===== src/ubt_pkg.sv =====
// ----------------------------------------------------------------------------
// ubt_pkg
// shared types and constants of the uniform border trim unit
// ----------------------------------------------------------------------------
package ubt_pkg;

    localparam int MAX_WIDTH_DEF  = 2048;
    localparam int MAX_HEIGHT_DEF = 2048;
    localparam int QUEUE_DEPTH    = 4;

    localparam int CFG_IDX_W = 3;
    localparam int CFG_W     = 24;
    localparam int SIZE_W    = 12;
    localparam int CHAN_W    = 8;
    localparam int OUT_W     = 12;

    localparam logic [3:0] EN_TOP    = 4'b1000;
    localparam logic [3:0] EN_BOTTOM = 4'b0100;
    localparam logic [3:0] EN_LEFT   = 4'b0010;
    localparam logic [3:0] EN_RIGHT  = 4'b0001;

    localparam logic [3:0]        EDGE_ENABLE_RST = 4'b1111;
    localparam logic [SIZE_W-1:0] SIZE_RST        = 12'd2048;

    typedef enum logic [CFG_IDX_W-1:0] {
        CFG_EDGE_ENABLE  = 3'd0,
        CFG_LOW_COLOR    = 3'd1,
        CFG_HIGH_COLOR   = 3'd2,
        CFG_IMAGE_WIDTH  = 3'd3,
        CFG_IMAGE_HEIGHT = 3'd4
    } t_cfg_idx;

    typedef struct packed {
        logic [3:0]        edge_enable;
        logic [CFG_W-1:0]  low_color;
        logic [CFG_W-1:0]  high_color;
        logic [SIZE_W-1:0] image_width;
        logic [SIZE_W-1:0] image_height;
    } t_cfg;

    typedef struct packed {
        logic full;
        logic empty;
        logic data;
    } t_q_stat;

    typedef enum logic [2:0] {
        S_RUN,
        S_FLUSH,
        S_L_RD,
        S_L_CK,
        S_R_RD,
        S_R_CK,
        S_OUT
    } t_state;

endpackage


===== src/ubt_if.sv =====
// ----------------------------------------------------------------------------
// ubt_if
// valid/ready channels of the uniform border trim unit
// ----------------------------------------------------------------------------
interface ubt_pix_if;
    logic                       valid;
    logic                       ready;
    logic [ubt_pkg::CHAN_W-1:0] chan0;
    logic [ubt_pkg::CHAN_W-1:0] chan1;
    logic [ubt_pkg::CHAN_W-1:0] chan2;

    modport source (output valid, output chan0, output chan1, output chan2, input ready);
    modport sink   (input valid, input chan0, input chan1, input chan2, output ready);
endinterface

interface ubt_res_if;
    logic                      valid;
    logic                      ready;
    logic [ubt_pkg::OUT_W-1:0] top_trim;
    logic [ubt_pkg::OUT_W-1:0] bottom_trim;
    logic [ubt_pkg::OUT_W-1:0] left_trim;
    logic [ubt_pkg::OUT_W-1:0] right_trim;

    modport source (output valid, output top_trim, output bottom_trim,
                    output left_trim, output right_trim, input ready);
    modport sink   (input valid, input top_trim, input bottom_trim,
                    input left_trim, input right_trim, output ready);
endinterface

interface ubt_cfg_if;
    logic                          valid;
    logic                          ready;
    logic [ubt_pkg::CFG_IDX_W-1:0] index;
    logic [ubt_pkg::CFG_W-1:0]     data;

    modport source (output valid, output index, output data, input ready);
    modport sink   (input valid, input index, input data, output ready);
endinterface


===== src/ubt_front.sv =====
// ----------------------------------------------------------------------------
// ubt_front
// configuration registers and per-pixel colour range classification
// ----------------------------------------------------------------------------
module ubt_front (
    input  logic             i_clk,
    input  logic             i_rst_n,
    ubt_cfg_if.sink          i_cfg,
    ubt_pix_if.sink          i_pix,
    input  ubt_pkg::t_q_stat i_q_stat,
    output ubt_pkg::t_cfg    o_cfg,
    output logic             o_push,
    output logic             o_match
);

    ubt_pkg::t_cfg r_cfg;
    logic          ok0, ok1, ok2;

    always_ff @(posedge i_clk) begin
        if (!i_rst_n) begin
            r_cfg.edge_enable  <= ubt_pkg::EDGE_ENABLE_RST;
            r_cfg.low_color    <= '0;
            r_cfg.high_color   <= '0;
            r_cfg.image_width  <= ubt_pkg::SIZE_RST;
            r_cfg.image_height <= ubt_pkg::SIZE_RST;
        end else if (i_cfg.valid) begin
            unique case (ubt_pkg::t_cfg_idx'(i_cfg.index))
                ubt_pkg::CFG_EDGE_ENABLE:  r_cfg.edge_enable  <= i_cfg.data[3:0];
                ubt_pkg::CFG_LOW_COLOR:    r_cfg.low_color    <= i_cfg.data;
                ubt_pkg::CFG_HIGH_COLOR:   r_cfg.high_color   <= i_cfg.data;
                ubt_pkg::CFG_IMAGE_WIDTH:  r_cfg.image_width  <= i_cfg.data[11:0];
                ubt_pkg::CFG_IMAGE_HEIGHT: r_cfg.image_height <= i_cfg.data[11:0];
                default: ;
            endcase
        end
    end

    assign ok0 = (i_pix.chan0 >= r_cfg.low_color[7:0])
              && (i_pix.chan0 <= r_cfg.high_color[7:0]);
    assign ok1 = (i_pix.chan1 >= r_cfg.low_color[15:8])
              && (i_pix.chan1 <= r_cfg.high_color[15:8]);
    assign ok2 = (i_pix.chan2 >= r_cfg.low_color[23:16])
              && (i_pix.chan2 <= r_cfg.high_color[23:16]);

    assign i_cfg.ready = 1'b1;
    assign i_pix.ready = !i_q_stat.full;
    assign o_push      = i_pix.valid && !i_q_stat.full;
    assign o_match     = ok0 && ok1 && ok2;
    assign o_cfg       = r_cfg;

endmodule


===== src/ubt_queue.sv =====
// ----------------------------------------------------------------------------
// ubt_queue
// short fifo of pixel match flags between front and back
// ----------------------------------------------------------------------------
module ubt_queue (
    input  logic             i_clk,
    input  logic             i_rst_n,
    input  logic             i_push,
    input  logic             i_data,
    input  logic             i_pop,
    output ubt_pkg::t_q_stat o_stat
);

    localparam int DEPTH = ubt_pkg::QUEUE_DEPTH;
    localparam int PW    = $clog2(DEPTH);
    localparam int CW    = $clog2(DEPTH + 1);

    logic          r_mem [DEPTH];
    logic [PW-1:0] r_wr_ptr, r_rd_ptr;
    logic [CW-1:0] r_count;
    logic          do_push, do_pop;

    assign do_push = i_push && (r_count != CW'(DEPTH));
    assign do_pop  = i_pop && (r_count != '0);

    always_ff @(posedge i_clk) begin
        if (!i_rst_n) begin
            r_wr_ptr <= '0;
            r_rd_ptr <= '0;
            r_count  <= '0;
        end else begin
            if (do_push) begin
                r_wr_ptr <= (r_wr_ptr == PW'(DEPTH - 1)) ? '0 : r_wr_ptr + PW'(1);
            end
            if (do_pop) begin
                r_rd_ptr <= (r_rd_ptr == PW'(DEPTH - 1)) ? '0 : r_rd_ptr + PW'(1);
            end
            if (do_push && !do_pop) begin
                r_count <= r_count + CW'(1);
            end else if (do_pop && !do_push) begin
                r_count <= r_count - CW'(1);
            end
        end
    end

    always_ff @(posedge i_clk) begin
        if (do_push) begin
            r_mem[r_wr_ptr] <= i_data;
        end
    end

    assign o_stat.full  = (r_count == CW'(DEPTH));
    assign o_stat.empty = (r_count == '0);
    assign o_stat.data  = r_mem[r_rd_ptr];

endmodule


===== src/ubt_back.sv =====
// ----------------------------------------------------------------------------
// ubt_back
// raster position tracking, row counters, column flag memory and edge scans
// ----------------------------------------------------------------------------
module ubt_back #(
    parameter int MAX_WIDTH  = ubt_pkg::MAX_WIDTH_DEF,
    parameter int MAX_HEIGHT = ubt_pkg::MAX_HEIGHT_DEF
) (
    input  logic             i_clk,
    input  logic             i_rst_n,
    input  ubt_pkg::t_cfg    i_cfg,
    input  ubt_pkg::t_q_stat i_q_stat,
    output logic             o_pop,
    ubt_res_if.source        o_res
);

    localparam int AW = $clog2(MAX_WIDTH);
    localparam int WW = $clog2(MAX_WIDTH + 1);
    localparam int RW = $clog2(MAX_HEIGHT);
    localparam int HW = $clog2(MAX_HEIGHT + 1);

    ubt_pkg::t_state r_state, n_state;

    logic          r_colmem [MAX_WIDTH];
    logic          r_rd;
    logic [AW-1:0] rd_addr;

    logic [AW-1:0] r_col;
    logic [RW-1:0] r_row;
    logic          r_row_full;
    logic [HW-1:0] r_top_cnt;
    logic          r_top_open;
    logic [HW-1:0] r_tail;

    logic          r_b_valid;
    logic [AW-1:0] r_b_addr;
    logic          r_b_m;
    logic          r_b_row0;
    logic          r_fwd;
    logic          r_fwd_val;
    logic          wval;

    logic [HW-1:0] r_top_res, r_bot_res;
    logic [WW-1:0] r_w, r_left, r_right, r_c;

    logic                      r_out_valid;
    logic [ubt_pkg::OUT_W-1:0] r_out_top, r_out_bot, r_out_left, r_out_right;

    logic [WW-1:0] w;
    logic [HW-1:0] h;
    logic          m, row0, row_full_n, row_end, frame_end, out_load;
    logic          en_top, en_bot, en_left, en_right;
    logic [HW-1:0] top_new, tail_new, top_sel, top_cap, bot_lim, bot_val;

    // frame size clamp
    always_comb begin
        if (i_cfg.image_width == '0) begin
            w = WW'(1);
        end else if (32'(i_cfg.image_width) > 32'(MAX_WIDTH)) begin
            w = WW'(MAX_WIDTH);
        end else begin
            w = WW'(i_cfg.image_width);
        end
        if (i_cfg.image_height == '0) begin
            h = HW'(1);
        end else if (32'(i_cfg.image_height) > 32'(MAX_HEIGHT)) begin
            h = HW'(MAX_HEIGHT);
        end else begin
            h = HW'(i_cfg.image_height);
        end
    end

    assign en_top   = (i_cfg.edge_enable & ubt_pkg::EN_TOP) != '0;
    assign en_bot   = (i_cfg.edge_enable & ubt_pkg::EN_BOTTOM) != '0;
    assign en_left  = (i_cfg.edge_enable & ubt_pkg::EN_LEFT) != '0;
    assign en_right = (i_cfg.edge_enable & ubt_pkg::EN_RIGHT) != '0;

    assign m          = i_q_stat.data;
    assign row0       = (r_row == '0);
    assign row_full_n = r_row_full && m;
    assign row_end    = (WW'(r_col) + WW'(1)) >= w;
    assign frame_end  = row_end && ((HW'(r_row) + HW'(1)) >= h);

    assign top_new  = (r_top_open && row_full_n) ? r_top_cnt + HW'(1) : r_top_cnt;
    assign tail_new = row_full_n ? r_tail + HW'(1) : '0;
    assign top_sel  = en_top ? top_new : '0;
    assign top_cap  = (top_sel > h) ? h : top_sel;
    assign bot_lim  = h - top_cap;
    assign bot_val  = !en_bot ? '0 : ((tail_new > bot_lim) ? bot_lim : tail_new);

    assign wval = r_b_row0 ? r_b_m : ((r_fwd ? r_fwd_val : r_rd) & r_b_m);

    // next state
    always_comb begin
        n_state = r_state;
        unique case (r_state)
            ubt_pkg::S_RUN: begin
                if (o_pop && frame_end) begin
                    n_state = ubt_pkg::S_FLUSH;
                end
            end
            ubt_pkg::S_FLUSH: begin
                priority if (en_left) begin
                    n_state = ubt_pkg::S_L_RD;
                end else if (en_right) begin
                    n_state = ubt_pkg::S_R_RD;
                end else begin
                    n_state = ubt_pkg::S_OUT;
                end
            end
            ubt_pkg::S_L_RD: begin
                if (r_left >= r_w) begin
                    n_state = en_right ? ubt_pkg::S_R_RD : ubt_pkg::S_OUT;
                end else begin
                    n_state = ubt_pkg::S_L_CK;
                end
            end
            ubt_pkg::S_L_CK: begin
                if (r_rd) begin
                    n_state = ubt_pkg::S_L_RD;
                end else begin
                    n_state = en_right ? ubt_pkg::S_R_RD : ubt_pkg::S_OUT;
                end
            end
            ubt_pkg::S_R_RD: begin
                n_state = (r_c <= r_left) ? ubt_pkg::S_OUT : ubt_pkg::S_R_CK;
            end
            ubt_pkg::S_R_CK: begin
                n_state = r_rd ? ubt_pkg::S_R_RD : ubt_pkg::S_OUT;
            end
            ubt_pkg::S_OUT: begin
                if (out_load) begin
                    n_state = ubt_pkg::S_RUN;
                end
            end
            default: n_state = ubt_pkg::S_RUN;
        endcase
    end

    // state outputs
    always_comb begin
        o_pop    = 1'b0;
        out_load = 1'b0;
        rd_addr  = r_col;
        unique case (r_state)
            ubt_pkg::S_RUN:  o_pop    = !i_q_stat.empty;
            ubt_pkg::S_L_RD: rd_addr  = AW'(r_left);
            ubt_pkg::S_R_RD: rd_addr  = AW'(r_c - WW'(1));
            ubt_pkg::S_OUT:  out_load = !r_out_valid || o_res.ready;
            default: ;
        endcase
    end

    always_ff @(posedge i_clk) begin
        if (!i_rst_n) begin
            r_state     <= ubt_pkg::S_RUN;
            r_col       <= '0;
            r_row       <= '0;
            r_row_full  <= 1'b1;
            r_top_cnt   <= '0;
            r_top_open  <= 1'b1;
            r_tail      <= '0;
            r_b_valid   <= 1'b0;
            r_out_valid <= 1'b0;
        end else begin
            r_state   <= n_state;
            r_b_valid <= o_pop;
            if (o_pop) begin
                if (!row_end) begin
                    r_row_full <= row_full_n;
                    r_col      <= r_col + AW'(1);
                end else if (!frame_end) begin
                    r_row_full <= 1'b1;
                    r_col      <= '0;
                    r_row      <= r_row + RW'(1);
                    r_top_cnt  <= top_new;
                    r_top_open <= r_top_open && row_full_n;
                    r_tail     <= tail_new;
                end else begin
                    r_row_full <= 1'b1;
                    r_col      <= '0;
                    r_row      <= '0;
                    r_top_cnt  <= '0;
                    r_top_open <= 1'b1;
                    r_tail     <= '0;
                end
            end
            if (out_load) begin
                r_out_valid <= 1'b1;
            end else if (o_res.ready) begin
                r_out_valid <= 1'b0;
            end
        end
    end

    // column flag memory, read-modify-write with one-deep forwarding
    always_ff @(posedge i_clk) begin
        r_rd <= r_colmem[rd_addr];
        if (r_b_valid) begin
            r_colmem[r_b_addr] <= wval;
        end
    end

    always_ff @(posedge i_clk) begin
        r_b_addr  <= r_col;
        r_b_m     <= m;
        r_b_row0  <= row0;
        r_fwd     <= o_pop && r_b_valid && (r_b_addr == r_col);
        r_fwd_val <= wval;
        if (o_pop && frame_end) begin
            r_top_res <= top_cap;
            r_bot_res <= bot_val;
            r_w       <= w;
        end
        unique case (r_state)
            ubt_pkg::S_FLUSH: begin
                r_left  <= '0;
                r_right <= '0;
                r_c     <= r_w;
            end
            ubt_pkg::S_L_CK: begin
                if (r_rd) begin
                    r_left <= r_left + WW'(1);
                end
            end
            ubt_pkg::S_R_CK: begin
                if (r_rd) begin
                    r_right <= r_right + WW'(1);
                    r_c     <= r_c - WW'(1);
                end
            end
            default: ;
        endcase
        if (out_load) begin
            r_out_top   <= ubt_pkg::OUT_W'(r_top_res);
            r_out_bot   <= ubt_pkg::OUT_W'(r_bot_res);
            r_out_left  <= ubt_pkg::OUT_W'(r_left);
            r_out_right <= ubt_pkg::OUT_W'(r_right);
        end
    end

    assign o_res.valid       = r_out_valid;
    assign o_res.top_trim    = r_out_top;
    assign o_res.bottom_trim = r_out_bot;
    assign o_res.left_trim   = r_out_left;
    assign o_res.right_trim  = r_out_right;

endmodule


===== src/uniform_border_trim_unit.sv =====
// queue: a pixel's match flag is registered in the queue on acceptance, leaves behind older ones
// throughput: one pixel per cycle within a frame, input stalls once the queue fills at a frame end
// frame end: after the last pixel leaves the queue, the result goes through S_FLUSH, the
//   enabled left and right column scans over the single read port of the flag memory,
//   and S_OUT, which waits for the previous result to be taken
// reset: synchronous, clears control and config, column flag memory is not cleared
// ----------------------------------------------------------------------------
// uniform_border_trim_unit
// detects uniform-colour border rows and columns of a raster frame
// ----------------------------------------------------------------------------
module uniform_border_trim_unit #(
    parameter int MAX_WIDTH  = ubt_pkg::MAX_WIDTH_DEF,
    parameter int MAX_HEIGHT = ubt_pkg::MAX_HEIGHT_DEF
) (
    input  logic      i_clk,
    input  logic      i_rst_n,
    ubt_cfg_if.sink   i_cfg,
    ubt_pix_if.sink   i_pix,
    ubt_res_if.source o_res
);

    ubt_pkg::t_cfg    cfg;
    ubt_pkg::t_q_stat q_stat;
    logic             push, match, pop;

    ubt_front u_front (
        .i_clk    (i_clk),
        .i_rst_n  (i_rst_n),
        .i_cfg    (i_cfg),
        .i_pix    (i_pix),
        .i_q_stat (q_stat),
        .o_cfg    (cfg),
        .o_push   (push),
        .o_match  (match)
    );

    ubt_queue u_queue (
        .i_clk   (i_clk),
        .i_rst_n (i_rst_n),
        .i_push  (push),
        .i_data  (match),
        .i_pop   (pop),
        .o_stat  (q_stat)
    );

    ubt_back #(
        .MAX_WIDTH  (MAX_WIDTH),
        .MAX_HEIGHT (MAX_HEIGHT)
    ) u_back (
        .i_clk    (i_clk),
        .i_rst_n  (i_rst_n),
        .i_cfg    (cfg),
        .i_q_stat (q_stat),
        .o_pop    (pop),
        .o_res    (o_res)
    );

endmodule


===== src/flat_wrapper.sv =====
// flat-port wrapper written by rule: the top's interface ports become plain ports
module uniform_border_trim_unit_flat 
#(
    parameter int MAX_WIDTH  = ubt_pkg::MAX_WIDTH_DEF,
    parameter int MAX_HEIGHT = ubt_pkg::MAX_HEIGHT_DEF
)
  (i_clk, i_rst_n, i_cfg_valid, i_cfg_index, i_cfg_data, i_cfg_ready, i_pix_valid, i_pix_chan0, i_pix_chan1, i_pix_chan2, i_pix_ready, o_res_valid, o_res_top_trim, o_res_bottom_trim, o_res_left_trim, o_res_right_trim, o_res_ready);
  ubt_cfg_if i_cfg_i ();
  ubt_pix_if i_pix_i ();
  ubt_res_if o_res_i ();
  input  logic i_clk;
  input  logic i_rst_n;
  input wire logic [$bits(i_cfg_i.valid)-1:0] i_cfg_valid;
  input wire logic [$bits(i_cfg_i.index)-1:0] i_cfg_index;
  input wire logic [$bits(i_cfg_i.data)-1:0] i_cfg_data;
  output wire logic [$bits(i_cfg_i.ready)-1:0] i_cfg_ready;
  input wire logic [$bits(i_pix_i.valid)-1:0] i_pix_valid;
  input wire logic [$bits(i_pix_i.chan0)-1:0] i_pix_chan0;
  input wire logic [$bits(i_pix_i.chan1)-1:0] i_pix_chan1;
  input wire logic [$bits(i_pix_i.chan2)-1:0] i_pix_chan2;
  output wire logic [$bits(i_pix_i.ready)-1:0] i_pix_ready;
  output wire logic [$bits(o_res_i.valid)-1:0] o_res_valid;
  output wire logic [$bits(o_res_i.top_trim)-1:0] o_res_top_trim;
  output wire logic [$bits(o_res_i.bottom_trim)-1:0] o_res_bottom_trim;
  output wire logic [$bits(o_res_i.left_trim)-1:0] o_res_left_trim;
  output wire logic [$bits(o_res_i.right_trim)-1:0] o_res_right_trim;
  input wire logic [$bits(o_res_i.ready)-1:0] o_res_ready;
  assign i_cfg_i.valid = i_cfg_valid;
  assign i_cfg_i.index = i_cfg_index;
  assign i_cfg_i.data = i_cfg_data;
  assign i_cfg_ready = i_cfg_i.ready;
  assign i_pix_i.valid = i_pix_valid;
  assign i_pix_i.chan0 = i_pix_chan0;
  assign i_pix_i.chan1 = i_pix_chan1;
  assign i_pix_i.chan2 = i_pix_chan2;
  assign i_pix_ready = i_pix_i.ready;
  assign o_res_valid = o_res_i.valid;
  assign o_res_top_trim = o_res_i.top_trim;
  assign o_res_bottom_trim = o_res_i.bottom_trim;
  assign o_res_left_trim = o_res_i.left_trim;
  assign o_res_right_trim = o_res_i.right_trim;
  assign o_res_i.ready = o_res_ready;
  uniform_border_trim_unit #(.MAX_WIDTH(MAX_WIDTH), .MAX_HEIGHT(MAX_HEIGHT)) u_core (.i_clk(i_clk), .i_rst_n(i_rst_n), .i_cfg(i_cfg_i), .i_pix(i_pix_i), .o_res(o_res_i));
endmodule

===== config.mk =====
export PLATFORM = sky130hd
export DESIGN_NAME = uniform_border_trim_unit_flat
export DESIGN_NICKNAME = d
export VERILOG_FILES = /design/src/ubt_pkg.sv /design/src/ubt_if.sv /design/src/ubt_front.sv /design/src/ubt_queue.sv /design/src/ubt_back.sv /design/src/uniform_border_trim_unit.sv /design/src/flat_wrapper.sv
export SDC_FILE = /design/constraint.sdc
export NUM_CORES = 2
export LEC_CHECK = 0
export BUFFER_PORTS_ARGS = -buffer_cell sky130_fd_sc_hd__buf_2
export CAP_MARGIN = 30
export CORE_MARGIN = 2
export CORE_UTILIZATION = 25
export CTS_CLUSTER_SIZE = 28
export DETAILED_ROUTE_END_ITERATION = 10
export PLACE_DENSITY = 0.48
export SYNTH_ARGS = -nofsm -noshare
export SYNTH_HDL_FRONTEND = slang
export SYNTH_SLANG_ARGS = --single-unit

===== constraint.sdc =====
create_clock -name i_clk -period 42.9 [get_ports i_clk]
set_input_delay 2.145 -clock i_clk [delete_from_list [all_inputs] [get_ports i_clk]]
set_output_delay 2.145 -clock i_clk [all_outputs]
set_load 0.1 [all_outputs]

### Word level (Yosys, flattened, before mapping)

Memory sizes are Yosys's and may differ from the RTL's. A register that Yosys moved wholly into a read port is not among the register bits.
Cells that the tools add are included.

| word-level totals | value |
|---|---|
| output and inout port bits | 51 |
| word-level logic and storage cells | 171 |
| register bits after elaboration | 271 |
| bits of input ports | 56 |
| memory bits (writable) | 2052 |
| memories kept | 2 |

Memories:

| name | depth | bits a word | rd ports | clocked after memory_dff | wr ports | RTL line | text |
|---|---|---|---|---|---|---|---|
| u_core.u_back.r_colmem | 2048 | 1 | 1 | 1 | 1 | ubt_back.sv:24 | `logic r_colmem [MAX_WIDTH];` |
| u_core.u_queue.r_mem | 4 | 1 | 1 | 1 | 1 | ubt_queue.sv:18 | `logic r_mem [DEPTH];` |

| operators by class | value |
|---|---|
| add/subtract/negate cells | 14 |
| equality and inequality tests | 19 |
| multiplexer cells | 47 |
| $lt $le $gt $ge | 14 |
| bitwise gates (word level) | 1 |
| reductions and logical operators | 42 |

Operators with widths:

| kind | count |
|---|---|
| two-way mux 12 bit | 14 |
| one-hot mux 12 bit (2 select lines) | 3 |
| adder 12 x 1 -> 12 bit, second input constant | 4 |
| greater-or-equal comparator 12 bit | 3 |
| adder 11 x 1 -> 12 bit, second input constant | 2 |
| greater-or-equal comparator 8 bit | 3 |
| greater-than comparator 12 bit | 2 |
| greater-than comparator 12 bit, second input constant | 2 |
| <= comparator 8 bit | 3 |
| zero test 12 bit | 2 |
| adder 11 x 1 -> 11 bit, second input constant | 2 |
| two-way mux 11 bit | 2 |
| one-hot mux 11 bit (2 select lines) | 1 |
| two-way mux 3 bit | 7 |
| one-hot mux 3 bit (7 select lines) | 1 |
| AND reduction 2 bit | 9 |
| logical AND 1 bit | 16 |
| equality test 3 bit, second input constant | 5 |
| two-way mux 2 bit | 7 |
| equality test 3 x 2 -> 1 bit, second input constant | 4 |
| <= comparator 12 bit | 1 |
| two-way mux 1 bit | 12 |
| subtractor 12 x 1 -> 12 bit, second input constant | 1 |
| subtractor 12 bit | 1 |
| 15 further kinds | 30 |

### Longest topological paths before layout

| depth | value |
|---|---|
| depth in word-level cells | 9 |
| mapped depth | 40 |
| gate-level depth less buffers | 37 |

### Modules after synthesis

A second synthesis with hierarchy kept.

| second synthesis, totals | value |
|---|---|
| cell total of the unflattened synthesis | 9957 |
| area total of the unflattened synthesis | 106892.5 µm² |

Modules (own cells, without submodules):

| module | area an instance (µm²) | instances | seq. area each (µm²) | cells each |
|---|---|---|---|---|
| ubt_back | 102225.5 | 1 | 66483.8 | 9404 |
| ubt_front | 4038.9 | 1 | 1521.5 | 497 |
| ubt_queue | 628.1 | 1 | 300.3 | 56 |

### Worst setup path after synthesis

No wires, ideal clock.

| path | value |
|---|---|
| kind | register to register |
| start | reg u_core.u_back.r_rd (read register of u_core.u_back.r_colmem) |
| end | mem u_core.u_back.r_colmem[0] (data pin) |
| path buffers | 0 |
| library setup time | 5.406 ns |
| data required time | 37.494 ns |
| cell stages (with the launch flop) | 3 |
| arrival time | 25.496 ns |
| path slack | 11.998 ns |
| clock period less this slack | 30.902 ns |
| path through | dfxtp_1 -> mux2_2 -> o21a_1 |

| on the way | value |
|---|---|
| word-level cells in the longest chain between the ends | 3 |

Ends and longest elaborated chain:

| what | RTL line | text |
|---|---|---|
| from (decl) | ubt_back.sv:25 | `logic r_rd;` |
| two-way mux 1 bit | ubt_back.sv:91 | `assign wval = r_b_row0 ? r_b_m : ((r_fwd ? r_fwd_val : r_rd) & r_b_m);` |
| bitwise AND 1 bit | ubt_back.sv:91 |  |
| two-way mux 1 bit | ubt_back.sv:91 |  |
| via u_core.u_back.wval | ubt_back.sv:41 | `logic wval;` |
| to (decl) | ubt_back.sv:24 |  |

The timed path passes the listed nets, and every way through them passes these cells.

==> summary.md <==
| Metric | Value |
|---|---|
| Crit path max fanout | `18` |
| FMAX | `118 MHz` |
| Largest stage delay on the critical path | `700 ps` |
| Setup crit start kind | `flip-flop` |
| Combinational Power Share | `21.3%` |
| Die Ht | `656 um` |
| Hold path endpoint | `u_core.u_back.o_res.bottom_trim[7]` |
| Total number of vias | `78,632` |
| Post-synth EDFFs | `2,172` |
| Max cap viols | `0` |
| Placement Cell Area | `114,000 um2` |
| Yosys cell types | `98` |
| Slowest-stage cell, CP | `nor3_1` |
| Hpwl dp | `217 mm` |
| Most frequent cells in the layout | `nor2_1, edfxtp_1, nand2_1` |
| Total Wirelength | `391 mm` |
| Final setup viols | `0` |
| Crit path required time | `43,530 ps` |
| Fill count | `44,297` |
| Die Area | `430,000 um2` |
| Initial DRC count | `9,457` |
| Number of nets in the layout | `10,011` |
| DR WL/cell | `24.9 um` |
| Most used DFF post-synth | `edfxtp_1` |
| Crit path DAT | `9090 ps` |
| Initial antenna violation count | `34` |
| Port Buffers | `105` |
| Clk network pwr share | `35.4%` |
| Die Span X | `656 um` |
| Core area | `423,000 um2` |
| Synth Warn # | `0` |
| Clock slew at reported path FFs | `60 ps` |
| Slew @ Worst Pin | `1240 ps` |
| CP Class | `reg2reg` |
| CP dominant cell by count | `a21o_1` |
| DRT Pass-1 Iters | `7` |
| Buf/Inv on CP | `2` |
| Site Rows | `239` |
| CTS tree | `built` |
| Final min period | `8460 ps` |
| Setup TNS | `0 ps` |
| Starting Density | `25.1%` |
| Unrepaired setup endpoints after global routing | `false` |
| Post-Syn Instances | `10,003` |
| FFs w/ async S/R, synth | `0%` |
| CTS Hold Bufs | `0` |
| Status | `complete, no violations` |
| Leak Pwr | `39.6 nW` |
| Cell area after synthesis | `106,000 um2` |
| Vias in the first global route | `74,265` |
| Ranking of synthesized cells by area | `edfxtp_1, nor2_1, nand2_1, dfxtp_1, nand3_1` |
| Worst skew pair latency | `930 ps` |
| Switching pwr | `2.03 mW` |
| Share of power burned in registers | `43.3%` |
| Top cell type by total area after synthesis | `edfxtp_1` |
| Vias per inst | `5.02` |
| First-pass GRT wire length | `554 mm` |
| Drc violations | `0` |
| CTS-repair resized insts | `0` |
| Fraction of layout cells with a size suffix above 1 | `8.67%` |
| Clock Skew | `47.0 ps` |
| Most common cell after layout, fill and taps aside | `nor2_1` |
| Largest net degree at the start of global routing | `238` |
| Global route overflow | `0` |
| Int Pwr | `4.44 mW` |
| WHS Path Cells | `0` |
| Cell area after layout | `122,000 um2` |
| Crit. End Element | `flip-flop` |
| GP Congestion | `0.814` |
| Area share of the largest cell type after synthesis | `61.5%` |
| Switching share of power | `31.4%` |
| Final count of hold timing violations | `0` |
| Number of H-tree levels | `5` |
| Multi-input gate area | `34,100 um2` |
| TritonCTS Buffers | `277` |
| Slew Limit Fails | `0` |
| Io pins | `107` |
| Register area | `68,300 um2` |
| Hold_sp | `u_core.u_back.r_bot_res[7]` |
| Area Overhead vs Synth | `15.3%` |
| Pwr/cell area | `52.9 nW/um2` |
| Syn Area/Cell | `10.6 um2` |
| Crit path max-delay family | `compound AO/OA/AOI/OAI gates` |
| Period utilization | `19.7%` |
| Register area share after synthesis | `64.4%` |
| Post-CTS setup buffer count | `0` |
| # clock sinks | `2,326` |
| Maximum vdd drop | `0.0000417 V` |
| Number of synthesized register bits | `2,326` |
| Max_slew headroom | `16.8%` |
| R2R cell count | `34` |
| Clk buf depth | `4` |
| Number of routed nets with antenna violations | `0` |
| Overall Global Routing Usage | `17.5%` |
| R2r endpoint | `u_core.u_back.r_bot_res[9]` |
| Synth Net Count | `10,206` |
| Reg2Reg Setup Slack | `34,440 ps` |
| Root Driver | `clkbuf_16` |
| Min-Delay Path Class | `reg2reg` |
[how the worst max path moves through the flow]
stage | startpoint | endpoint | cells after the start | slack, ps
floorplan | u_core.u_back.r_rd | u_core.u_back.r_colmem[0] | 2 | 12000
global placement | flip-flop | u_core.u_back.r_bot_res[9] | 34 | 34410
detailed placement | flip-flop | u_core.u_back.r_bot_res[9] | 34 | 34500
CTS | flip-flop | u_core.u_back.r_bot_res[9] | 34 | 34440
global route | flip-flop | u_core.u_back.r_bot_res[9] | 34 | 33570
finish | flip-flop | u_core.u_back.r_bot_res[9] | 34 | 34440
[sequential cells by signal (all words and copies together) (netlist names), 4 cells and up, named ones only]
name	count
u_core.u_back.o_res.bottom_trim	12
u_core.u_back.o_res.left_trim	12
u_core.u_back.o_res.right_trim	12
u_core.u_back.o_res.top_trim	12
u_core.u_back.r_b_addr	11
u_core.u_back.r_bot_res	12
u_core.u_back.r_c	12
u_core.u_back.r_col	11
u_core.u_back.r_colmem	2048
u_core.u_back.r_left	12
u_core.u_back.r_right	12
u_core.u_back.r_row	11
u_core.u_back.r_tail	12
u_core.u_back.r_top_cnt	12
u_core.u_back.r_top_res	12
u_core.u_back.r_w	12
u_core.u_front.o_cfg	76
u_core.u_queue.r_mem	4
[metal layers]
| layer | track usage (%) | share of wire, % | vias to the layer above |
|---|---|---|---|
| li1 | - | - | 34681 |
| met2 | 27.9 | 46 | 3185 |
| met1 | 24.0 | 42 | 40062 |
| met4 | 6.01 | 3.8 | 12 |
| met5 | 0 | 0.021 | - |
| met3 | 2.69 | 7.9 | 692 |
[layout make-up]
cell class                 count  area share [%]
tap                         5663            5.79
inverter                     148           0.455
clock buffer                 363            6.18
sequential                  2326            55.8
clock inverter               114           0.810
antenna                       10          0.0205
timing repair buffer         384            3.05
multi-input combinational   6671            27.9
[cells by family (layout without fill, tap and decap cells)]
kind of cell	Yosys count	count (layout)	share of synthesized area [%]
muxes	174	174	1.66
and+or+nand+nor	5027	5027	19.5
DFF	2326	2326	64.4
AOI/OAI and AO/OA	1240	1240	7.81
xor gates and xnor gates	82	82	0.677
other	1	11	0.00353
buffers and inverters	1006	1009	4.22
adders and majority gates	147	147	1.75
[stage by stage]
step	power (mW)	hold WS (ps)	worst slack, ps	util [%]	cells
final	6.47	418	34440	28.9	15679
after global routing	6.70	425	33570	28.9	15671
after CTS	6.51	419	34440	28.9	15667
after detailed placement	4.22	406	34500	26.9	15190
after global placement	4.21	400	34410	26.5	15125
after floorplan	4.38	329	12000	-	10003
[Yosys cell counts, types with 26 or more instances]
cell type / count
a311oi_1: 67
a22oi_1: 80
nand2b_1: 26
a21oi_1: 386
nor3_1: 42
mux2i_1: 168
nor2b_1: 33
inv_1: 146
a221oi_1: 45
a31oi_1: 168
clkbuf_1: 478
buf_1: 93
nand2_1: 1898
xor2_1: 33
and3_1: 144
buf_2: 204
nand3_1: 491
edfxtp_1: 2172
a32oi_1: 76
a21o_1: 46
dfxtp_1: 154
ha_1: 145
xnor2_1: 49
buf_4: 49
buf_6: 32
nor2_1: 2196
a211oi_1: 77
a22o_1: 27
o21ai_0: 112
nand4_1: 65
[power by group through the flow]
stage                     Combinational [mW]  Sequential, mW  Clock (mW)
after floorplan                        0.887            3.50           0
after global placement                  1.35            2.85           0
after detailed placement                1.37            2.85           0
after CTS                               1.37            2.80        2.33
after global routing                    1.49            2.80        2.41
final                                   1.38            2.80        2.29
[worst register-to-register path: cells and delay by family, from the launching register on]
kind / cells / cell delay (ps)
AOI/OAI and AO/OA: 13 / 3100
xor gates and xnor gates: 2 / 390
adders and majority gates: 4 / 1080
buffers and inverters: 2 / 300
DFF: 1 / 310
muxes: 2 / 530
and+or+nand+nor: 11 / 2490
Power figures use the tool's default switching activity.
